`src/bitrd_pkg.sv`:
```
// types and constants of the msb-first bit reader
`default_nettype none

package bitrd_pkg;

   localparam int BYTE_BITS       = 8;
   localparam int MAX_READ_BITS   = 32;
   localparam int MAX_FETCH_BYTES = 5;
   localparam int ACC_W           = MAX_FETCH_BYTES * BYTE_BITS;
   localparam int COUNT_W         = 6;
   localparam int FETCH_W         = 3;
   localparam int VALUE_W         = 32;
   localparam int AVAIL_W         = 16;
   localparam logic [AVAIL_W-1:0] AVAIL_MAX = 16'hFFFF;

   localparam int QUEUE_DEPTH = 2;

   localparam logic [1:0] KIND_START = 2'd0;
   localparam logic [1:0] KIND_LOAD  = 2'd1;
   localparam logic [1:0] KIND_READ  = 2'd2;

   typedef enum logic [1:0] {
      OP_START,
      OP_LOAD,
      OP_READ,
      OP_BAD
   } op_type;

   typedef struct packed {
      op_type               op;
      logic [BYTE_BITS-1:0] byte_value;
      logic [COUNT_W-1:0]   bit_count;
      logic                 too_long;
   } cmd_type;

   typedef enum logic [1:0] {
      ST_IDLE,
      ST_FETCH,
      ST_FINISH
   } state_type;

endpackage

`default_nettype wire

```
`src/bitrd_rsp_if.sv`:
```
// response channel: one word per item
`default_nettype none

interface bitrd_rsp_if;
   logic        valid;
   logic        ready;
   logic [31:0] value;
   logic        error;
   logic [15:0] bits_available;

   modport source (output valid, value, error, bits_available, input ready);
   modport sink   (input valid, value, error, bits_available, output ready);
endinterface

`default_nettype wire

```
`src/bitrd_back.sv`:
```
// back end: buffer state, byte fetch sequencer and response register
`default_nettype none

module bitrd_back #(
   parameter int BUFFER_BYTES = 4096
) (
   input  wire logic                            clock,
   input  wire logic                            reset,
   input  wire logic                            cmd_valid,
   output logic                                 cmd_ready,
   input  wire bitrd_pkg::cmd_type              cmd,
   output logic                                 ram_wr_en,
   output logic [$clog2(BUFFER_BYTES)-1:0]      ram_wr_addr,
   output logic [bitrd_pkg::BYTE_BITS-1:0]      ram_wr_data,
   output logic                                 ram_rd_en,
   output logic [$clog2(BUFFER_BYTES)-1:0]      ram_rd_addr,
   input  wire logic [bitrd_pkg::BYTE_BITS-1:0] ram_rd_data,
   bitrd_rsp_if.source                          rsp_ch
);

   localparam int AW = $clog2(BUFFER_BYTES);
   localparam int TW = $clog2(BUFFER_BYTES + 1);
   localparam int PW = TW + 3;
   localparam int UW = (PW > bitrd_pkg::AVAIL_W) ? PW : bitrd_pkg::AVAIL_W + 1;
   localparam int CW = bitrd_pkg::COUNT_W;
   localparam int FW = bitrd_pkg::FETCH_W;
   localparam int VW = bitrd_pkg::VALUE_W;

   bitrd_pkg::state_type state_ff, state_in;

   logic [TW-1:0]                total_ff, total_in;
   logic [PW-1:0]                pos_ff, pos_in;
   logic [CW-1:0]                count_ff, count_in;
   logic [FW-1:0]                nbytes_ff, nbytes_in;
   logic [FW-1:0]                issued_ff, issued_in;
   logic [FW-1:0]                recv_ff, recv_in;
   logic [2:0]                   shift_ff, shift_in;
   logic                         rd_pend_ff, rd_pend_in;
   logic [bitrd_pkg::ACC_W-1:0]  acc_ff, acc_in;

   logic                          rsp_valid_ff, rsp_valid_in;
   logic [VW-1:0]                 rsp_value_ff;
   logic                          rsp_error_ff;
   logic [bitrd_pkg::AVAIL_W-1:0] rsp_avail_ff;

   logic                          out_free, pop, load_out, read_ok;
   logic [VW-1:0]                 res_value;
   logic                          res_error;
   logic [PW-1:0]                 unread_now, unread_next;
   logic [UW-1:0]                 unread_now_w, unread_next_w;
   logic [bitrd_pkg::AVAIL_W-1:0] avail_next;
   logic [CW-1:0]                 span, span_up;
   logic [TW-1:0]                 fetch_byte;
   logic [bitrd_pkg::ACC_W-1:0]   acc_shifted;
   logic [VW:0]                   mask;

   assign out_free  = !rsp_valid_ff || rsp_ch.ready;
   assign cmd_ready = (state_ff == bitrd_pkg::ST_IDLE) && out_free;
   assign pop       = cmd_valid && cmd_ready;

   assign unread_now   = {total_ff, 3'b000} - pos_ff;
   assign unread_now_w = UW'(unread_now);
   assign read_ok      = !cmd.too_long && (UW'(cmd.bit_count) <= unread_now_w);

   // bytes touched by a read and the right shift that aligns its last bit
   assign span    = CW'(pos_ff[2:0]) + cmd.bit_count;
   assign span_up = span + CW'(7);

   assign fetch_byte  = pos_ff[PW-1:3] + TW'(issued_ff);
   assign acc_shifted = acc_ff >> shift_ff;
   assign mask        = ((VW + 1)'(1) << count_ff) - (VW + 1)'(1);

   // next state
   always_comb begin
      state_in = state_ff;
      case (state_ff)
         bitrd_pkg::ST_IDLE: begin
            if (pop && cmd.op == bitrd_pkg::OP_READ && read_ok && cmd.bit_count != '0) begin
               state_in = bitrd_pkg::ST_FETCH;
            end
         end
         bitrd_pkg::ST_FETCH: begin
            if (rd_pend_ff && FW'(recv_ff + 1'b1) == nbytes_ff) begin
               state_in = bitrd_pkg::ST_FINISH;
            end
         end
         bitrd_pkg::ST_FINISH: state_in = bitrd_pkg::ST_IDLE;
         default:              state_in = bitrd_pkg::ST_IDLE;
      endcase
   end

   // datapath and outputs
   always_comb begin
      total_in    = total_ff;
      pos_in      = pos_ff;
      count_in    = count_ff;
      nbytes_in   = nbytes_ff;
      issued_in   = issued_ff;
      recv_in     = recv_ff;
      shift_in    = shift_ff;
      rd_pend_in  = 1'b0;
      acc_in      = acc_ff;
      load_out    = 1'b0;
      res_value   = '0;
      res_error   = 1'b0;
      ram_wr_en   = 1'b0;
      ram_wr_addr = total_ff[AW-1:0];
      ram_wr_data = cmd.byte_value;
      ram_rd_en   = 1'b0;
      ram_rd_addr = fetch_byte[AW-1:0];
      case (state_ff)
         bitrd_pkg::ST_IDLE: begin
            if (pop) begin
               case (cmd.op)
                  bitrd_pkg::OP_START: begin
                     total_in = '0;
                     pos_in   = '0;
                     load_out = 1'b1;
                  end
                  bitrd_pkg::OP_LOAD: begin
                     load_out = 1'b1;
                     if (total_ff < TW'(BUFFER_BYTES)) begin
                        ram_wr_en = 1'b1;
                        total_in  = total_ff + 1'b1;
                     end else begin
                        res_error = 1'b1;
                     end
                  end
                  bitrd_pkg::OP_READ: begin
                     if (!read_ok) begin
                        res_error = 1'b1;
                        load_out  = 1'b1;
                     end else if (cmd.bit_count == '0) begin
                        load_out = 1'b1;
                     end else begin
                        count_in  = cmd.bit_count;
                        nbytes_in = span_up[5:3];
                        shift_in  = ~span[2:0] + 3'd1;
                        issued_in = '0;
                        recv_in   = '0;
                        acc_in    = '0;
                     end
                  end
                  default: begin
                     res_error = 1'b1;
                     load_out  = 1'b1;
                  end
               endcase
            end
         end
         bitrd_pkg::ST_FETCH: begin
            if (issued_ff != nbytes_ff) begin
               ram_rd_en  = 1'b1;
               issued_in  = issued_ff + 1'b1;
               rd_pend_in = 1'b1;
            end
            if (rd_pend_ff) begin
               acc_in  = {acc_ff[bitrd_pkg::ACC_W-bitrd_pkg::BYTE_BITS-1:0], ram_rd_data};
               recv_in = recv_ff + 1'b1;
            end
         end
         bitrd_pkg::ST_FINISH: begin
            res_value = acc_shifted[VW-1:0] & mask[VW-1:0];
            pos_in    = pos_ff + PW'(count_ff);
            load_out  = 1'b1;
         end
         default: ;
      endcase
   end

   // bits still unread once this item is done, clipped to the field
   assign unread_next   = {total_in, 3'b000} - pos_in;
   assign unread_next_w = UW'(unread_next);
   assign avail_next    = (unread_next_w > UW'(bitrd_pkg::AVAIL_MAX)) ?
                          bitrd_pkg::AVAIL_MAX : unread_next_w[bitrd_pkg::AVAIL_W-1:0];

   assign rsp_valid_in = load_out ? 1'b1 : (rsp_ch.ready ? 1'b0 : rsp_valid_ff);

   always_ff @(posedge clock) begin
      if (reset) begin
         state_ff     <= bitrd_pkg::ST_IDLE;
         total_ff     <= '0;
         pos_ff       <= '0;
         issued_ff    <= '0;
         recv_ff      <= '0;
         rd_pend_ff   <= 1'b0;
         rsp_valid_ff <= 1'b0;
      end else begin
         state_ff     <= state_in;
         total_ff     <= total_in;
         pos_ff       <= pos_in;
         issued_ff    <= issued_in;
         recv_ff      <= recv_in;
         rd_pend_ff   <= rd_pend_in;
         rsp_valid_ff <= rsp_valid_in;
      end
      count_ff  <= count_in;
      nbytes_ff <= nbytes_in;
      shift_ff  <= shift_in;
      acc_ff    <= acc_in;
      if (load_out) begin
         rsp_value_ff <= res_value;
         rsp_error_ff <= res_error;
         rsp_avail_ff <= avail_next;
      end
   end

   assign rsp_ch.valid          = rsp_valid_ff;
   assign rsp_ch.value          = rsp_value_ff;
   assign rsp_ch.error          = rsp_error_ff;
   assign rsp_ch.bits_available = rsp_avail_ff;

endmodule

`default_nettype wire

```
`src/flat_wrapper.sv`:
```
// flat-port wrapper written by rule: the top's interface ports become plain ports
module bitrd_back_flat 
#(
   parameter int BUFFER_BYTES = 4096
)
  (clock, reset, cmd_valid, cmd_ready, cmd, ram_wr_en, ram_wr_addr, ram_wr_data, ram_rd_en, ram_rd_addr, ram_rd_data, rsp_ch_valid, rsp_ch_value, rsp_ch_error, rsp_ch_bits_available, rsp_ch_ready);
  bitrd_rsp_if rsp_ch_i ();
  input  wire logic clock;
  input  wire logic reset;
  input  wire logic cmd_valid;
  output logic cmd_ready;
  input  wire bitrd_pkg::cmd_type cmd;
  output logic ram_wr_en;
  output logic [$clog2(BUFFER_BYTES)-1:0] ram_wr_addr;
  output logic [bitrd_pkg::BYTE_BITS-1:0] ram_wr_data;
  output logic ram_rd_en;
  output logic [$clog2(BUFFER_BYTES)-1:0] ram_rd_addr;
  input  wire logic [bitrd_pkg::BYTE_BITS-1:0] ram_rd_data;
  output wire logic [$bits(rsp_ch_i.valid)-1:0] rsp_ch_valid;
  output wire logic [$bits(rsp_ch_i.value)-1:0] rsp_ch_value;
  output wire logic [$bits(rsp_ch_i.error)-1:0] rsp_ch_error;
  output wire logic [$bits(rsp_ch_i.bits_available)-1:0] rsp_ch_bits_available;
  input wire logic [$bits(rsp_ch_i.ready)-1:0] rsp_ch_ready;
  assign rsp_ch_valid = rsp_ch_i.valid;
  assign rsp_ch_value = rsp_ch_i.value;
  assign rsp_ch_error = rsp_ch_i.error;
  assign rsp_ch_bits_available = rsp_ch_i.bits_available;
  assign rsp_ch_i.ready = rsp_ch_ready;
  bitrd_back #(.BUFFER_BYTES(BUFFER_BYTES)) u_core (.clock(clock), .reset(reset), .cmd_valid(cmd_valid), .cmd_ready(cmd_ready), .cmd(cmd), .ram_wr_en(ram_wr_en), .ram_wr_addr(ram_wr_addr), .ram_wr_data(ram_wr_data), .ram_rd_en(ram_rd_en), .ram_rd_addr(ram_rd_addr), .ram_rd_data(ram_rd_data), .rsp_ch(rsp_ch_i));
endmodule
```
`config.mk`:
```
export PLATFORM = sky130hd
export DESIGN_NAME = bitrd_back_flat
export DESIGN_NICKNAME = d
export VERILOG_FILES = /design/src/bitrd_pkg.sv /design/src/bitrd_rsp_if.sv /design/src/bitrd_back.sv /design/src/flat_wrapper.sv
export SDC_FILE = /design/constraint.sdc
export NUM_CORES = 1
export LEC_CHECK = 0
export BUFFER_PORTS_ARGS = -buffer_cell sky130_fd_sc_hd__clkbuf_2
export CAP_MARGIN = 5
export CORE_MARGIN = 1.5
export CORE_UTILIZATION = 60
export DETAILED_ROUTE_END_ITERATION = 8
export PLACE_DENSITY = 0.79
export SETUP_SLACK_MARGIN = 0.02
export SLEW_MARGIN = 30
export SYNTH_ARGS = -nofsm -noshare
export SYNTH_HDL_FRONTEND = slang
export SYNTH_SLANG_ARGS = --single-unit
export TNS_END_PERCENT = 100
```
`constraint.sdc`:
```
create_clock -name clock -period 6.5 [get_ports clock]
set_input_delay 1.3 -clock clock [delete_from_list [all_inputs] [get_ports clock]]
set_output_delay 1.3 -clock clock [all_outputs]
set_load 0.005 [all_outputs]
```
==> flow_metrics.tcl <==
set metrics [dict create \
    cts_hold_buf 0 \
    drtPass1Iterations 5 \
    finalPower_mw 2.14 \
    max_freq_mhz 217 \
    utilization 0.690 \
    clkLatencyLatePin_ps 430 \
    ff2ff_path_depth 15 \
    grt_pass1_vias 7205 \
    p_sw_frac 0.238 \
    globalRouteTotalUtil 0.281 \
    criticalPathCategory "primary input to flip-flop" \
    ant_nets 0 \
    fin_nets 1139 \
    ys_async_sr_fraction 0 \
    max_slew_margin 0.391 \
    grt_pass1_wl_um 36300 \
    setup-tns-final_ps 0 \
    cts_buffers 17 \
    hold_viol 0 \
    skew_ps 12.2 \
    vias_per_cell 6.09 \
    clock_path_buffers 2 \
    route.detailed.drc 0 \
    avgSynthCellArea_um2 9.47 \
    grt_antenna_before_repair 0 \
    yosysWarnings 0 \
    crit_fanout 7 \
    cts_resized 0 \
    final_common_cell "edfxtp_1" \
    ios 114 \
    cts_sinks 139 \
    cts_tree "done" \
    syn_nets 1087 \
    initial_core_util 0.620 \
    first_iter_violations 716 \
    synth.distinct_cells 78 \
    min_to "u_core.state_ff[1]$_SDFFE_PP0P_" \
    p_leak_nw 4.26 \
    syn2layout_area_growth_pct 11.3 \
    tightest_slew_ps 902 \
    seq_area_frac_synth 0.397 \
    rr_startpoint "u_core.count_ff[1]$_DFFE_PP_" \
    die_area_um2 16600 \
    syn_area_um2 9530 \
    wl_per_cell_um 17.7 \
    hp-class "flip-flop to flip-flop" \
    rr_endpoint "u_core.rsp_ch.bits_available[14]$_DFFE_PP_" \
    placed_area_um2 10000 \
    clkSlewWorstSetupHoldPaths_ps 60 \
    powerDensity_nw_per_um2 202 \
    grt_max_degree 51 \
    synth_seq_cells 139 \
    dr_total_vias 7795 \
    rsz0062_at_grt "false" \
    peakVddDrop_v 0.000185 \
    mostFrequentLayoutCells "edfxtp_1 (100), nor2_1 (99), clkbuf_2 (97)" \
    fin_area_um2 10600 \
    n_antenna_cell 0 \
    hp-start "u_core.rd_pend_ff$_SDFF_PP0_" \
    cts-root-buf "clkbuf_16" \
    synthFlopType "edfxtp_1" \
    syn_inst 1006 \
    slew_viol_final 0 \
    numPortBuffers 97 \
    crit_path_end_kind "flip-flop" \
    drive_gt1_frac 0.164 \
    globalplace.congestion 0.915 \
    cp.required_ps 6680 \
    setup_viol 0 \
    fp-row-count 45 \
    p_seq_frac 0.469 \
    post-route-min-period_ps 4600 \
    critPathArrivalTime_ps 4780 \
    cp-start-kind "primary input" \
    maxCapViolCount 0 \
    reg2reg_slack_ps 2270 \
    cts-htree-levels 4 \
    overflow 0 \
    clkPwrFrac 0.441 \
    hpwl_um 16600 \
    netSwitchingPower_mw 0.509 \
    combPwrFrac 0.089 \
    cts_setup_buffers 0 \
    core_area_um2 15400 \
    min_path_cells 2 \
    die_width_um 129 \
    synth-edff-count 100 \
    die_h_um 129 \
    p_int_mw 1.63 \
    status "finished, final reports clean" \
    wl_um 22700 \
    fin_crit_sh 0.708 \
]
-- cell type report --
| cell class | count | area (um2) |
|---|---|---|
| sequential | 139 | 3780 |
| timing repair buffer | 106 | 573 |
| clock buffer | 17 | 425 |
| inverter | 39 | 146 |
| multi-input combinational | 755 | 5270 |
| fill | 1206 | 4770 |
| tap | 211 | 264 |
| clock inverter | 14 | 144 |
-- synthesized netlist by cell type (8+ instances only) --
cell | count | area [um2]
clkbuf_1 | 47 | 176
o31ai_1 | 8 | 60.1
inv_1 | 38 | 143
nor2_1 | 99 | 372
a211oi_1 | 13 | 97.6
dfxtp_1 | 39 | 781
a21o_1 | 10 | 75.1
and2_1 | 43 | 269
mux2_2 | 12 | 135
nor3_1 | 48 | 240
o21a_1 | 8 | 60.1
xor2_1 | 31 | 272
nand4_1 | 12 | 75.1
o21ai_0 | 43 | 215
a21oi_1 | 58 | 290
edfxtp_1 | 100 | 3000
a31oi_1 | 10 | 62.6
a22oi_1 | 10 | 75.1
nor2b_1 | 16 | 100
nand2_1 | 65 | 244
buf_4 | 20 | 150
mux2i_1 | 37 | 370
nand3_1 | 18 | 90.1
xnor2_1 | 37 | 324
ha_1 | 49 | 613
and3_1 | 9 | 56.3
mux4_2 | 8 | 180
nand2b_1 | 14 | 87.6
-- state kept, by name, indices dropped and copies added (netlist names) --
register / count
u_core.pos_ff: 16
u_core.rsp_ch.value: 32
u_core.count_ff: 6
u_core.acc_ff: 39
u_core.nbytes_ff: 3
u_core.recv_ff: 3
u_core.rsp_ch.valid: 1
u_core.rd_pend_ff: 1
u_core.rsp_ch.bits_available: 16
u_core.rsp_ch.error: 1
u_core.issued_ff: 3
u_core.state_ff: 2
u_core.shift_ff: 3
u_core.total_ff: 13
-- kinds of logic after synthesis --
| logic type | count (synthesis) | synth area share |
|---|---|---|
| mux | 57 | 0.0720 |
| flops | 139 | 0.397 |
| compound gates | 222 | 0.156 |
| buf+inv | 112 | 0.0523 |
| fa+ha+maj | 52 | 0.0707 |
| xor+xnor | 68 | 0.0625 |
| simple gates | 356 | 0.189 |
-- metrics by stage --
| stage | worst slack (ps) | hold WS, ps | instances |
|---|---|---|---|
| global placement | 1640 | 528 | 1249 |
| floorplan | 1130 | 480 | 1006 |
| global route | 1660 | 579 | 1281 |
| detailed placement | 1550 | 528 | 1250 |
| finish | 1900 | 548 | 1281 |
| CTS | 1980 | 542 | 1281 |
-- per-layer routing --
layer  track usage  share of wire
met1         0.394           0.45
met2         0.427           0.45
met3        0.0644          0.082
met4         0.103          0.021
met5             0              0
-- power groups by stage --
stage               clock network [mW]  registers, mW  logic [mW]
global placement                     0           1.02       0.181
finish                           0.944           1.00       0.191
global route                     0.983           1.01       0.211
CTS                              0.948           1.00       0.191
detailed placement                   0           1.02       0.190
floorplan                            0           1.02       0.123
-- worst max-delay path, cell delays in order --
cell,delay (ps)
clkbuf_2,90
nor2b_1,80
nor3_1,210
nand2_1,230
nor3_1,590
nand2_1,150
o21ai_0,350
ha_1,340
inv_1,70
a221oi_1,50
a31o_2,320
o311ai_0,440
a31oi_1,180
o21a_1,200
nor2_1,110
xnor2_1,70
-- worst max path at each step --
| stage | to | startpoint | slack [ps] | cells after the start |
|---|---|---|---|---|
| final | u_core.rsp_ch.bits_available[14]$_DFFE_PP_ | rsp_ch_ready | 1900 | 16 |
| after global routing | u_core.rsp_ch.bits_available[15]$_DFFE_PP_ | rsp_ch_ready | 1660 | 15 |
| after CTS | u_core.rsp_ch.bits_available[14]$_DFFE_PP_ | cmd[16] | 1980 | 15 |
| after detailed placement | u_core.rsp_ch.bits_available[14]$_DFFE_PP_ | rsp_ch_ready | 1550 | 16 |
| after global placement | u_core.rsp_ch.bits_available[14]$_DFFE_PP_ | cmd[16] | 1640 | 15 |
| after floorplan | u_core.rsp_ch.bits_available[0]$_DFFE_PP_ | cmd[2] | 1130 | 9 |
No activity file was read; power rests on OpenSTA's default activity.
