--- config.mk ---
export PLATFORM = sky130hd
export DESIGN_NAME = bitrd_queue
export DESIGN_NICKNAME = d
export VERILOG_FILES = /design/src/bitrd_pkg.sv /design/src/bitrd_queue.sv
export SDC_FILE = /design/constraint.sdc
export NUM_CORES = 1
export LEC_CHECK = 0
export ABC_AREA = 1
export BUFFER_PORTS_ARGS = -buffer_cell sky130_fd_sc_hd__buf_4
export CORE_MARGIN = 4
export CORE_UTILIZATION = 40
export DETAILED_ROUTE_END_ITERATION = 10
export GPL_TIMING_DRIVEN = 0
export HOLD_SLACK_MARGIN = 0.05
export SYNTH_ARGS = -nofsm -noshare
export SYNTH_HDL_FRONTEND = slang
export SYNTH_SLANG_ARGS = --single-unit
--- constraint.sdc ---
create_clock -name clock -period 5.2 [get_ports clock]
set_input_delay 0.26 -clock clock [delete_from_list [all_inputs] [get_ports clock]]
set_output_delay 0.26 -clock clock [all_outputs]
set_load 0.02 [all_outputs]
--- src/bitrd_pkg.sv ---
// types and constants of the msb-first bit reader
`default_nettype none

package bitrd_pkg;

   localparam int BYTE_BITS       = 8;
   localparam int MAX_READ_BITS   = 32;
   localparam int MAX_FETCH_BYTES = 5;
   localparam int ACC_W           = MAX_FETCH_BYTES * BYTE_BITS;
   localparam int COUNT_W         = 6;
   localparam int FETCH_W         = 3;
   localparam int VALUE_W         = 32;
   localparam int AVAIL_W         = 16;
   localparam logic [AVAIL_W-1:0] AVAIL_MAX = 16'hFFFF;

   localparam int QUEUE_DEPTH = 2;

   localparam logic [1:0] KIND_START = 2'd0;
   localparam logic [1:0] KIND_LOAD  = 2'd1;
   localparam logic [1:0] KIND_READ  = 2'd2;

   typedef enum logic [1:0] {
      OP_START,
      OP_LOAD,
      OP_READ,
      OP_BAD
   } op_type;

   typedef struct packed {
      op_type               op;
      logic [BYTE_BITS-1:0] byte_value;
      logic [COUNT_W-1:0]   bit_count;
      logic                 too_long;
   } cmd_type;

   typedef enum logic [1:0] {
      ST_IDLE,
      ST_FETCH,
      ST_FINISH
   } state_type;

endpackage

`default_nettype wire

--- src/bitrd_queue.sv ---
// short command queue between front end and back end
`default_nettype none

module bitrd_queue (
   input  wire logic               clock,
   input  wire logic               reset,
   input  wire logic               in_valid,
   output logic                    in_ready,
   input  wire bitrd_pkg::cmd_type in_cmd,
   output logic                    out_valid,
   input  wire logic               out_ready,
   output bitrd_pkg::cmd_type      out_cmd
);

   localparam int DEPTH = bitrd_pkg::QUEUE_DEPTH;
   localparam int PTR_W = (DEPTH > 1) ? $clog2(DEPTH) : 1;
   localparam int CNT_W = $clog2(DEPTH + 1);

   bitrd_pkg::cmd_type slot_ff [DEPTH];
   logic [PTR_W-1:0]   wr_ptr_ff, wr_ptr_in;
   logic [PTR_W-1:0]   rd_ptr_ff, rd_ptr_in;
   logic [CNT_W-1:0]   count_ff, count_in;
   logic               push, pop;

   assign in_ready  = count_ff != CNT_W'(DEPTH);
   assign out_valid = count_ff != '0;
   assign out_cmd   = slot_ff[rd_ptr_ff];
   assign push      = in_valid && in_ready;
   assign pop       = out_valid && out_ready;

   always_comb begin
      wr_ptr_in = wr_ptr_ff;
      rd_ptr_in = rd_ptr_ff;
      count_in  = count_ff;
      if (push) begin
         wr_ptr_in = (wr_ptr_ff == PTR_W'(DEPTH - 1)) ? '0 : wr_ptr_ff + 1'b1;
      end
      if (pop) begin
         rd_ptr_in = (rd_ptr_ff == PTR_W'(DEPTH - 1)) ? '0 : rd_ptr_ff + 1'b1;
      end
      if (push && !pop) begin
         count_in = count_ff + 1'b1;
      end else if (pop && !push) begin
         count_in = count_ff - 1'b1;
      end
   end

   always_ff @(posedge clock) begin
      if (reset) begin
         wr_ptr_ff <= '0;
         rd_ptr_ff <= '0;
         count_ff  <= '0;
      end else begin
         wr_ptr_ff <= wr_ptr_in;
         rd_ptr_ff <= rd_ptr_in;
         count_ff  <= count_in;
      end
      if (push) begin
         slot_ff[wr_ptr_ff] <= in_cmd;
      end
   end

endmodule

`default_nettype wire

==> results.yml, run 1 <==
status:
  outcome: "complete, no violations"
pwr:
  power.share.switching_pct: 30.32
  leakagePower_nw: 0.7901
  power_density_nw_per_um2: 469.7
  pwr-share-seq_pct: 44.9
  clock_power_share_pct: 20.3
  p_sw_mw: 0.2791
  internal-power_mw: 0.6413
  comb_power_share_pct: 34.8
  ir_drop_mv: 0.2732
critical_path:
  critPathLaunchType: "flip-flop"
  critPathMaxFanout: 17
  worst-setup-path-type: "flip-flop to flip-flop"
  critical_path_at_ns: 1.62
  end_kind: "flip-flop"
  critPathRequiredTime_ns: 5.11
timing:
  setup_viol: 0
  worst-slew-pin-transition_ns: 0.8693
  final.setup.tns_ns: 0
  final_hold_viol_count: 0
  post-route-min-period_ns: 1.708
  fin_skew_ns: 0.008875
  post-route-period-util_pct: 32.85
  normalized_max_slew_margin_pct: 41.98
  rsz0062_at_grt: "false"
  maxSlewViolCount: 0
  maxClockFrequency_mhz: 585.4
  setup_slack_ns: 3.492
global_route:
  top_usage_layer: "met2"
  groute.layer.met1.usage_pct: 9.991
  grt.met3_usage_pct: 4.783
  grt_antenna_before_repair: 0
  grt_overflow: 0
  groute.usage.overall_pct: 10.66
  grt_start_max_net_pins: 18
  grt.met2_usage_pct: 19.49
  grt_pass1_wl_um: 3836
  grt_pass1_vias: 874
floorplan:
  io-pin-count: 40
  start_util_pct: 41.52
  die_height_um: 69.65
  placementRows: 22
  width_of_the_die_um: 69.65
  core_area_um2: 3661
  floorplan.die_area_um2: 4851
logic_synthesis:
  synth-adder-area-share_pct: 0.8230
  number_of_enable_flip_flop_cells_after_synthesis: 34
  synth-compound-area-share_pct: 1.317
  synth_cells: 90
  synth_commonest_cells: "34 x sky130_fd_sc_hd__edfxtp_1, 10 x sky130_fd_sc_hd__mux2_4, 9 x sky130_fd_sc_hd__nand2_1"
  synth_xor_xnor_area_share_pct: 0
  yosys_warnings: 0
  ys_seq_elements: 39
  netlist_area_um2: 1520
  synth_nets: 112
  ys_async_sr_fraction_pct: 0
  yosys_most_used_dff: "sky130_fd_sc_hd__edfxtp_1"
  synth.top_cell.area_share_pct: 67.16
  synthDominantAreaCellType: "sky130_fd_sc_hd__edfxtp_1"
  synthMostInstantiatedCell: "sky130_fd_sc_hd__edfxtp_1"
  synth-simple-area-share_pct: 5.021
  synthDistinctLibCells: 14
  synth.area.mux_share_pct: 15.06
  synth_top_family_by_area: "multiplexers"
  syn_avg_cell_area_um2: 16.89
  post_synth_main_area_contributors: "sky130_fd_sc_hd__edfxtp_1 67%, sky130_fd_sc_hd__mux2_4 9.9%, sky130_fd_sc_hd__dfxtp_1 6.6%"
  synth_seq_area_share_pct: 73.74
clock_tree:
  clock-root-buffer: "sky130_fd_sc_hd__clkbuf_8"
  cts_tree: "built"
  cts_bufs_inserted: 5
  clock-sinks: 39
  cts.path.max_buffers: 2
  clock_pin_slew_worst_setup_and_hold_paths_ns: 0.07
  postCtsSetupRepairBufs: 0
  insertion_delay_ns: 0.29
  cts_resized: 0
  ctsHoldBuffers: 0
  htree_num_levels: 2
finish:
  fillerInstances: 323
  stdcell_area_um2: 1959
  multi_input_comb_area_um2: 342.8
  post-route-util_pct: 53.52
  nets: 158
  ff_latch_area_um2: 1121
  antenna_cells_inserted: 0
  area_grow_syn2layout_pct: 28.89
  drive_gt1_share_pct: 48.18
job:
  maxCapViolCount: 0
routing:
  ant_nets: 0
  num_vias: 832
  wire_per_inst_um: 13.15
  drc: 0
  routed_wirelength_um: 2433
  iteration_0_drc_markers: 32
  drt_first_pass_iters: 4
  detail_route.vias_per_cell: 4.497
place:
  routabilityCongestion: 0.6564
  buffer_ports.inserted: 39
  placed_cell_area_um2: 1878
  preCtsSetupSlack_ns: 3.455
  detailed_placer_s_ending_hpwl_um: 1757
worst_hold_path:
  hold_path_class: "input pin to flip-flop"
-- cell type report --
cell class	count	share of cell area [%]
inverter	8	1.533
multi-input combinational	41	17.50
tap	48	3.065
clock inverter	1	0.2554
sequential	39	57.22
timing repair buffer	39	14.94
clock buffer	7	3.895
buffer	2	1.596
-- metal layers --
layer / vias to the layer above / share of wire (%)
met5: - / 0
li1: 412 / -
met2: 23 / 54
met3: 3 / 6.1
met4: 0 / 1.5
met1: 394 / 38
-- placed cells by master (no fill, tap or decap) --
cell and n:
sky130_fd_sc_hd__mux2_4 10, sky130_fd_sc_hd__clkinv_2 1, sky130_fd_sc_hd__nand4_1 1, sky130_fd_sc_hd__buf_4 39, sky130_fd_sc_hd__buf_12 1, sky130_fd_sc_hd__clkbuf_1 2, sky130_fd_sc_hd__dfxtp_1 5, sky130_fd_sc_hd__nor2_2 2
sky130_fd_sc_hd__inv_1 8, sky130_fd_sc_hd__a21oi_1 2, sky130_fd_sc_hd__ha_1 1, sky130_fd_sc_hd__o21ai_0 2, sky130_fd_sc_hd__nand2_1 9, sky130_fd_sc_hd__clkbuf_8 5, sky130_fd_sc_hd__edfxtp_1 34, sky130_fd_sc_hd__buf_6 1
sky130_fd_sc_hd__mux2_2 7, sky130_fd_sc_hd__nand3_1 2, sky130_fd_sc_hd__nor2_1 5
-- cells by family after synthesis --
family | count (synthesis)
mux | 17
fa+ha+maj | 1
simple gates | 19
buf+inv | 10
compound gates | 4
flops | 39
-- flip-flops by register name (all words and copies together) (netlist names), named ones only --
register	count
rd_ptr_ff	1
wr_ptr_ff	1
count_ff	2
slot_ff	34
-- through the flow --
stage               hold slack [ns]  power (mW)  std cells
global placement             0.4464      0.7326        177
floorplan                    0.3589      0.6305         90
finish                       0.1547      0.9204        185
CTS                          0.1444      0.9330        185
global route                 0.1390      0.9729        185
detailed placement           0.4484      0.7462        177
-- worst max-delay path, stage by stage, from the launching register on --
cell and delay [ns]:
sky130_fd_sc_hd__dfxtp_1 0.33, sky130_fd_sc_hd__inv_1 0.09, sky130_fd_sc_hd__nand2_1 0.09, sky130_fd_sc_hd__nand2_1 0.13, sky130_fd_sc_hd__nor2_2 0.69
-- power by group through the flow --
stage	logic (mW)	registers [mW]	clock network, mW
floorplan	0.215	0.416	0
global placement	0.315	0.418	0
detailed placement	0.326	0.420	0
CTS	0.326	0.414	0.193
global route	0.348	0.418	0.206
finish	0.320	0.413	0.187
-- path summary, 6_finish.rpt --
| check | slack (ns) | startpoint | to | depth (start not counted) |
|---|---|---|---|---|
| worst min-delay path | 0.15 | in_cmd[2] | slot_ff[0][2]$_DFFE_PP_ | 1 |
| worst max register to register | 3.49 | count_ff[0]$_SDFFE_PP0P_ | slot_ff[1][9]$_DFFE_PP_ | 4 |
| worst max-delay path | 3.49 | count_ff[0]$_SDFFE_PP0P_ | slot_ff[1][9]$_DFFE_PP_ | 4 |
| worst min register to register | 0.51 | rd_ptr_ff$_SDFFE_PP0P_ | rd_ptr_ff$_SDFFE_PP0P_ | 2 |
Note: power is estimated with default switching activity, not from simulation.
==> inputs of run 2 (changes only) <==
--- a/config.mk
+++ b/config.mk
@@ -12,6 +12,7 @@
 export DETAILED_ROUTE_END_ITERATION = 10
 export GPL_TIMING_DRIVEN = 0
 export HOLD_SLACK_MARGIN = 0.05
+export PLACE_DENSITY = 0.66
 export SYNTH_ARGS = -nofsm -noshare
 export SYNTH_HDL_FRONTEND = slang
 export SYNTH_SLANG_ARGS = --single-unit
==> constraint.sdc (replaced) <==
create_clock -name clock -period 1.4 [get_ports clock]
set_input_delay 0.07 -clock clock [delete_from_list [all_inputs] [get_ports clock]]
set_output_delay 0.07 -clock clock [all_outputs]
set_load 0.02 [all_outputs]
==> run 2 against run 1 <==
Against the previous run:
- the flow now finishes with violations (negative setup slack)
- core utilization grew 8.8 points
- critical path depth is the same
- clock power grew to 3.7 times the previous value
- sequential cell count is the same
==> results.yml, run 2 (synthesis results as in run 1) <==
finish:
  layout.cells.most_common_list: "34 x sky130_fd_sc_hd__edfxtp_1, 30 x sky130_fd_sc_hd__buf_4, 17 x sky130_fd_sc_hd__dlygate4sd3_1"
  post-route-util_pct: 62.30
  leading_registers_by_flop_count: "slot_ff x34, count_ff x2"
  drive_gt1_share_pct: 49.37
  layout.cells.most_common: "sky130_fd_sc_hd__edfxtp_1"
  area_grow_syn2layout_pct: 50.04
  antenna_cells_inserted: 0
  non_filler_cells_in_the_finished_layout: 206
  nets: 179
  max_flop_register: "slot_ff"
  largest_reg_flops: 34
clock_tree:
  clock_pin_slew_worst_setup_and_hold_paths_ns: 0.07
  cts.path.max_buffers: 2
  clock-sinks: 39
  insertion_delay_ns: 0.28
  clock-root-buffer: "sky130_fd_sc_hd__clkbuf_8"
  cts_bufs_inserted: 5
  cts_tree: "built"
  htree_num_levels: 2
pwr:
  clock_power_share_pct: 18.5
  internal-power_mw: 2.593
  power.share.switching_pct: 30.25
  power_density_nw_per_um2: 1630
  comb_power_share_pct: 39.8
  p_sw_mw: 1.124
  ir_drop_mv: 0.9681
  pwr-share-seq_pct: 41.7
  leakagePower_nw: 0.9115
floorplan:
  width_of_the_die_um: 69.65
  placementRows: 22
  floorplan.die_area_um2: 4851
  core_area_um2: 3661
  io-pin-count: 40
  die_height_um: 69.65
  start_util_pct: 41.52
status:
  outcome: "finished with violations"
  failed_checks: "negative setup slack"
worst_hold_path:
  hold_path_class: "input pin to flip-flop"
global_route:
  grt_overflow: 0
  grt_antenna_before_repair: 0
  groute.usage.overall_pct: 12.02
  grt_pass1_wl_um: 4533
  grt_start_max_net_pins: 18
  grt_pass1_vias: 1045
critical_path:
  critPathMaxFanout: 9
  end_kind: "output port"
  combined_buffer_and_inverter_count_along_the_critical_path: 3
  critPathRequiredTime_ns: 1.33
  crit_path_top_delay_cell: "sky130_fd_sc_hd__dfxtp_2"
  critical_path_at_ns: 1.33
  worst_path_dominant_cell_family: "buffers and inverters"
  worst-setup-path-type: "flip-flop to output port"
  critPathLaunchType: "flip-flop"
  crit_path_cell_trace: "buf_8 > clkbuf_16 > mux2_4 > buf_6"
  timing.critical_path.slowest_cell_delay_ns: 0.33
place:
  numPlacedInstances: 177
  buffer_ports.inserted: 39
  detailed_placer_s_ending_hpwl_um: 1830
  routabilityCongestion: 0.6605
job:
  maxCapViolCount: 0
timing:
  setup_slack_ns: -0.004187
  normalized_max_slew_margin_pct: 87.74
  final_hold_viol_count: 0
  worst-slew-pin-transition_ns: 0.1819
  rsz0062_at_grt: "true"
  post-route-min-period_ns: 1.404
  post-route-period-util_pct: 100.3
  maxClockFrequency_mhz: 712.2
  maxSlewViolCount: 0
  fin_skew_ns: 0.002474
  setup_viol: 5
routing:
  ant_nets: 0
  drc: 0
  routed_wirelength_um: 2730
  detail_route.vias_per_cell: 4.602
  drt_first_pass_iters: 2
  wire_per_inst_um: 13.25
  num_vias: 948
  iteration_0_drc_markers: 37
[run 2: changes by cell type in the layout (fill, tap and decap cells not counted), sizes merged]
cell and change:
buf +3, clkbuf +1, dlygate4sd3 +17
[run 2: metal layers]
metal | up-vias | GRT usage [%] | share of wire (%)
li1 | 460 | - | -
met1 | 450 | 12.47 | 37
met2 | 32 | 20.66 | 54
met3 | 6 | 4.928 | 6.9
met4 | 0 | 6.383 | 1.8
met5 | - | 0 | 0
[run 2: final timing paths]
check / start / end / slack [ns] / cells past startpoint
worst max-delay path: flip-flop / out_cmd[13] / -0.004 / 4
worst min-delay path: reset / count_ff[1]$_SDFFE_PP0P_ / 0.06 / 4
worst max register to register: count_ff[0]$_SDFFE_PP0P_ / count_ff[1]$_SDFFE_PP0P_ / 0.09 / 10
worst min register to register: count_ff[0]$_SDFFE_PP0P_ / count_ff[0]$_SDFFE_PP0P_ / 0.54 / 2
[run 2: layout make-up]
cell class                      count  area [µm²]
Multi-Input combinational cell     41       377.9
Buffer                              2       35.03
Inverter                            8       30.03
Clock inverter                      1       5.005
Fill cell                         291        1380
Tap cell                           48       60.06
Sequential cell                    39        1124
Clock buffer                        7       76.32
Timing Repair Buffer               60       573.1
[run 2: through the flow]
| stage | instance area, µm² | setup slack, ns | hold WS (ns) | power (mW) | TNS [ns] |
|---|---|---|---|---|---|
| after CTS | 2228 | -0.02617 | 0.05218 | 3.674 | -0.2212 |
| after global placement | 1883 | -0.2570 | 0.2564 | 2.740 | -8.716 |
| final | 2281 | -0.004187 | 0.06041 | 3.717 | -0.01148 |
| after detailed placement | 1883 | -0.2912 | 0.2577 | 2.791 | -9.584 |
| after floorplan | 1530 | -0.06502 | 0.1689 | 2.357 | -2.211 |
| after global routing | 2281 | -0.05318 | 0.05327 | 3.918 | -0.4274 |
[run 2: what timing repair did]
action	CTS	global route
gates cloned	0	1
hold buffers	17	0
pin swaps	1	1
setup buffers	2	1
endpoints found under the setup margin	46	28
gates resized for setup	16	4
hold endpoints to repair	34	0
[run 2: worst register-to-register path: cells and delay by family, from the launching register on]
family	cells	cell delay [ns]
simple gates	5	0.41
flops	1	0.32
buf+inv	4	0.28
fa+ha+maj	1	0.24
[run 2: power by group through the flow]
stage	clock network [mW]	logic (mW)	registers [mW]
after global routing	0.769	1.58	1.57
after global placement	0	1.19	1.55
final	0.689	1.48	1.55
after CTS	0.727	1.40	1.55
after floorplan	0	0.812	1.55
after detailed placement	0	1.22	1.57
==> inputs of run 3 (changes only) <==
--- a/config.mk
+++ b/config.mk
@@ -5,7 +5,6 @@
 export SDC_FILE = /design/constraint.sdc
 export NUM_CORES = 1
 export LEC_CHECK = 0
-export ABC_AREA = 1
 export BUFFER_PORTS_ARGS = -buffer_cell sky130_fd_sc_hd__buf_4
 export CORE_MARGIN = 4
 export CORE_UTILIZATION = 40
==> run 3 against run 2 <==
Against the previous run:
- the flow still finishes with violations (negative setup slack)
- non-clock buffer count increased by 7
- largest cell class unchanged
- clock-buffer cell count did not move
- final cell count fell by 3.9%
- clock skew grew 0.0056 ns
- hold slack improved by 0.049 ns
- synthesized cell count is 14% lower
- cell area grew 2.5%
==> results.yml, run 3 <==
status:
  outcome: "finished with violations"
  failed_checks: "negative setup slack"
floorplan:
  io-pin-count: 40
  die_height_um: 68.16
  floorplan.die_area_um2: 4646
  width_of_the_die_um: 68.16
  core_area_um2: 3416
  start_util_pct: 42.38
  placementRows: 21
routing:
  iteration_0_drc_markers: 19
  detail_route.vias_per_cell: 4.596
  routed_wirelength_um: 2875
  ant_nets: 0
  drt_first_pass_iters: 4
  wire_per_inst_um: 14.52
  num_vias: 910
  drc: 0
finish:
  largest_reg_flops: 34
  area_grow_syn2layout_pct: 61.54
  antenna_cells_inserted: 0
  nets: 173
  stdcell_area_um2: 2338
  fillerInstances: 252
  multi_input_comb_area_um2: 412.9
  drive_gt1_share_pct: 55.92
  non_filler_cells_in_the_finished_layout: 198
  leading_registers_by_flop_count: "slot_ff x34, count_ff x2"
  layout.cells.most_common: "sky130_fd_sc_hd__edfxtp_1"
  layout.cells.most_common_list: "34 x sky130_fd_sc_hd__edfxtp_1, 27 x sky130_fd_sc_hd__buf_4, 20 x sky130_fd_sc_hd__buf_6"
  ff_latch_area_um2: 1130
  max_flop_register: "slot_ff"
timing:
  fin_skew_ns: 0.008051
  setup_viol: 18
  maxSlewViolCount: 0
  maxClockFrequency_mhz: 662.7
  worst-slew-pin-transition_ns: 0.4199
  setup_slack_ns: -0.1091
  normalized_max_slew_margin_pct: 72.01
  post-route-period-util_pct: 107.8
  post-route-min-period_ns: 1.509
  rsz0062_at_grt: "true"
  final_hold_viol_count: 0
pwr:
  power.share.switching_pct: 30.19
  comb_power_share_pct: 46.0
  power_density_nw_per_um2: 1644
  internal-power_mw: 2.684
  power_consumption_mw: 3.845
  clock_power_share_pct: 13.6
  ir_drop_mv: 0.8090
  leakagePower_nw: 0.9314
  p_sw_mw: 1.161
  pwr-share-seq_pct: 40.4
logic_synthesis:
  ys_seq_elements: 39
  synth_cells: 77
  synthDistinctLibCells: 18
  synthMostInstantiatedCell: "sky130_fd_sc_hd__edfxtp_1"
  synth_nets: 99
  yosys_warnings: 0
  synthDominantAreaCellType: "sky130_fd_sc_hd__edfxtp_1"
  number_of_enable_flip_flop_cells_after_synthesis: 34
  post_synth_main_area_contributors: "sky130_fd_sc_hd__edfxtp_1 71%, sky130_fd_sc_hd__mux2_2 13%, sky130_fd_sc_hd__dfxtp_1 6.9%"
  ys_async_sr_fraction_pct: 0
  synth_seq_area_share_pct: 77.44
  synth_commonest_cells: "34 x sky130_fd_sc_hd__edfxtp_1, 17 x sky130_fd_sc_hd__mux2_2, 5 x sky130_fd_sc_hd__dfxtp_1"
  syn_avg_cell_area_um2: 18.80
  netlist_area_um2: 1448
  synth.top_cell.area_share_pct: 70.53
  yosys_most_used_dff: "sky130_fd_sc_hd__edfxtp_1"
place:
  numPlacedInstances: 162
  routabilityCongestion: 0.5851
  placed_cell_area_um2: 1826
  buffer_ports.inserted: 39
  detailed_placer_s_ending_hpwl_um: 1639
critical_path:
  crit_path_top_delay_cell: "sky130_fd_sc_hd__or3_1"
  critPathRequiredTime_ns: 1.67
  crit_path_cell_trace: "nand2b_4 > and2_4 > ha_4 > xor2_1 > or3_1 > a21oi_2"
  critical_path_at_ns: 1.78
  critPathMaxFanout: 3
  ff2ff_path_depth: 6
  critPathLaunchType: "flip-flop"
  worst-setup-path-type: "flip-flop to flip-flop"
  end_kind: "flip-flop"
  timing.critical_path.slowest_cell_delay_ns: 0.37
  source_of_the_critical_timing_path: "count_ff[0]$_SDFFE_PP0P_"
  rr_startpoint: "count_ff[0]$_SDFFE_PP0P_"
clock_tree:
  cts.path.max_buffers: 2
  clock-root-buffer: "sky130_fd_sc_hd__clkbuf_4"
  cts_tree: "built"
  htree_num_levels: 2
  clock_pin_slew_worst_setup_and_hold_paths_ns: 0.11
  clock-sinks: 39
  cts_bufs_inserted: 5
  insertion_delay_ns: 0.33
worst_hold_path:
  min-delay-start: "out_ready"
  hold_path_class: "input pin to flip-flop"
  hold_path_depth: 4
global_route:
  grt_pass1_vias: 977
  grt_overflow: 0
  groute.usage.overall_pct: 13.49
  grt_start_max_net_pins: 18
  grt_antenna_before_repair: 0
  grt_pass1_wl_um: 4250
job:
  maxCapViolCount: 0
-- run 3: cell types whose count changed after synthesis, moves of 2 or more --
| cell | delta |
|---|---|
| sky130_fd_sc_hd__nor2_1 | -4 |
| sky130_fd_sc_hd__mux2_2 | +10 |
| sky130_fd_sc_hd__xor2_1 | +3 |
| sky130_fd_sc_hd__nand2_1 | -9 |
| sky130_fd_sc_hd__mux2_4 | -10 |
| sky130_fd_sc_hd__inv_1 | -7 |
| sky130_fd_sc_hd__nand3_1 | -2 |
-- run 3: cell families after synthesis --
| logic type | synth area share (%) |
|---|---|
| buffers and inverters | 1.123 |
| adders and majority gates | 0.8642 |
| muxes | 13.22 |
| xor gates and xnor gates | 1.815 |
| AOI/OAI and AO/OA | 2.074 |
| and+or+nand+nor | 3.459 |
| DFF | 77.44 |
-- run 3: power groups by stage --
stage               combinational [mW]  sequential [mW]  clock, mW
detailed placement                1.18             1.56          0
floorplan                        0.769             1.54          0
CTS                               1.67             1.55      0.550
global route                      1.87             1.57      0.618
finish                            1.77             1.55      0.524
global placement                  1.17             1.55          0
-- run 3: worst max-delay path: cells and delay by family (launching register included) --
kind	cells	cell delay, ns
flops	1	0.36
compound gates	1	0.14
fa+ha+maj	1	0.15
xor+xnor	1	0.15
simple gates	3	0.65
-- run 3: path summary, 6_finish.rpt --
| path | to | slack (ns) |
|---|---|---|
| max | count_ff[1]$_SDFFE_PP0P_ | -0.11 |
| min | flip-flop | 0.11 |
| max reg2reg | count_ff[1]$_SDFFE_PP0P_ | -0.11 |
| min reg2reg | flip-flop | 0.52 |
-- run 3: through the flow --
step | utilization [%] | TNS [ns] | setup slack (ns) | hold slack (ns)
after global placement | 53.44 | -0.4669 | -0.03785 | 0.2560
final | 68.46 | -0.5496 | -0.1091 | 0.1092
after detailed placement | 53.44 | -1.635 | -0.1024 | 0.2577
after floorplan | - | -0.05128 | -0.05128 | 0.1391
after global routing | 68.46 | -2.760 | -0.1437 | 0.09029
after CTS | 66.96 | -1.011 | -0.07941 | 0.1171
-- run 3: layout make-up --
class | count | area share, %
plain buffers | 2 | 1.124
clock buffers | 7 | 1.926
clock inverters | 1 | 0.2140
inverters | 1 | 0.3210
multi-input cells | 35 | 17.66
flip-flops and latches | 39 | 48.31
well taps | 46 | 2.461
repair buffers | 67 | 27.98
-- run 3: timing repair --
action                                 4_1_cts  5_1_grt
pin swaps                                    1        3
setup buffers                                5        3
resized for setup                           42        7
setup endpoints to repair                   52       18
endpoints found under the hold margin       39        0
hold buffers                                19        0
cloned                                       1        0
-- run 3: per-layer routing --
layer	wire length [µm]	vias up	GRT usage [%]
met2	1593	29	25.39
met4	19	0	5.955
met3	158	2	5.583
li1	-	441	-
met5	0	-	0
met1	1104	438	12.46
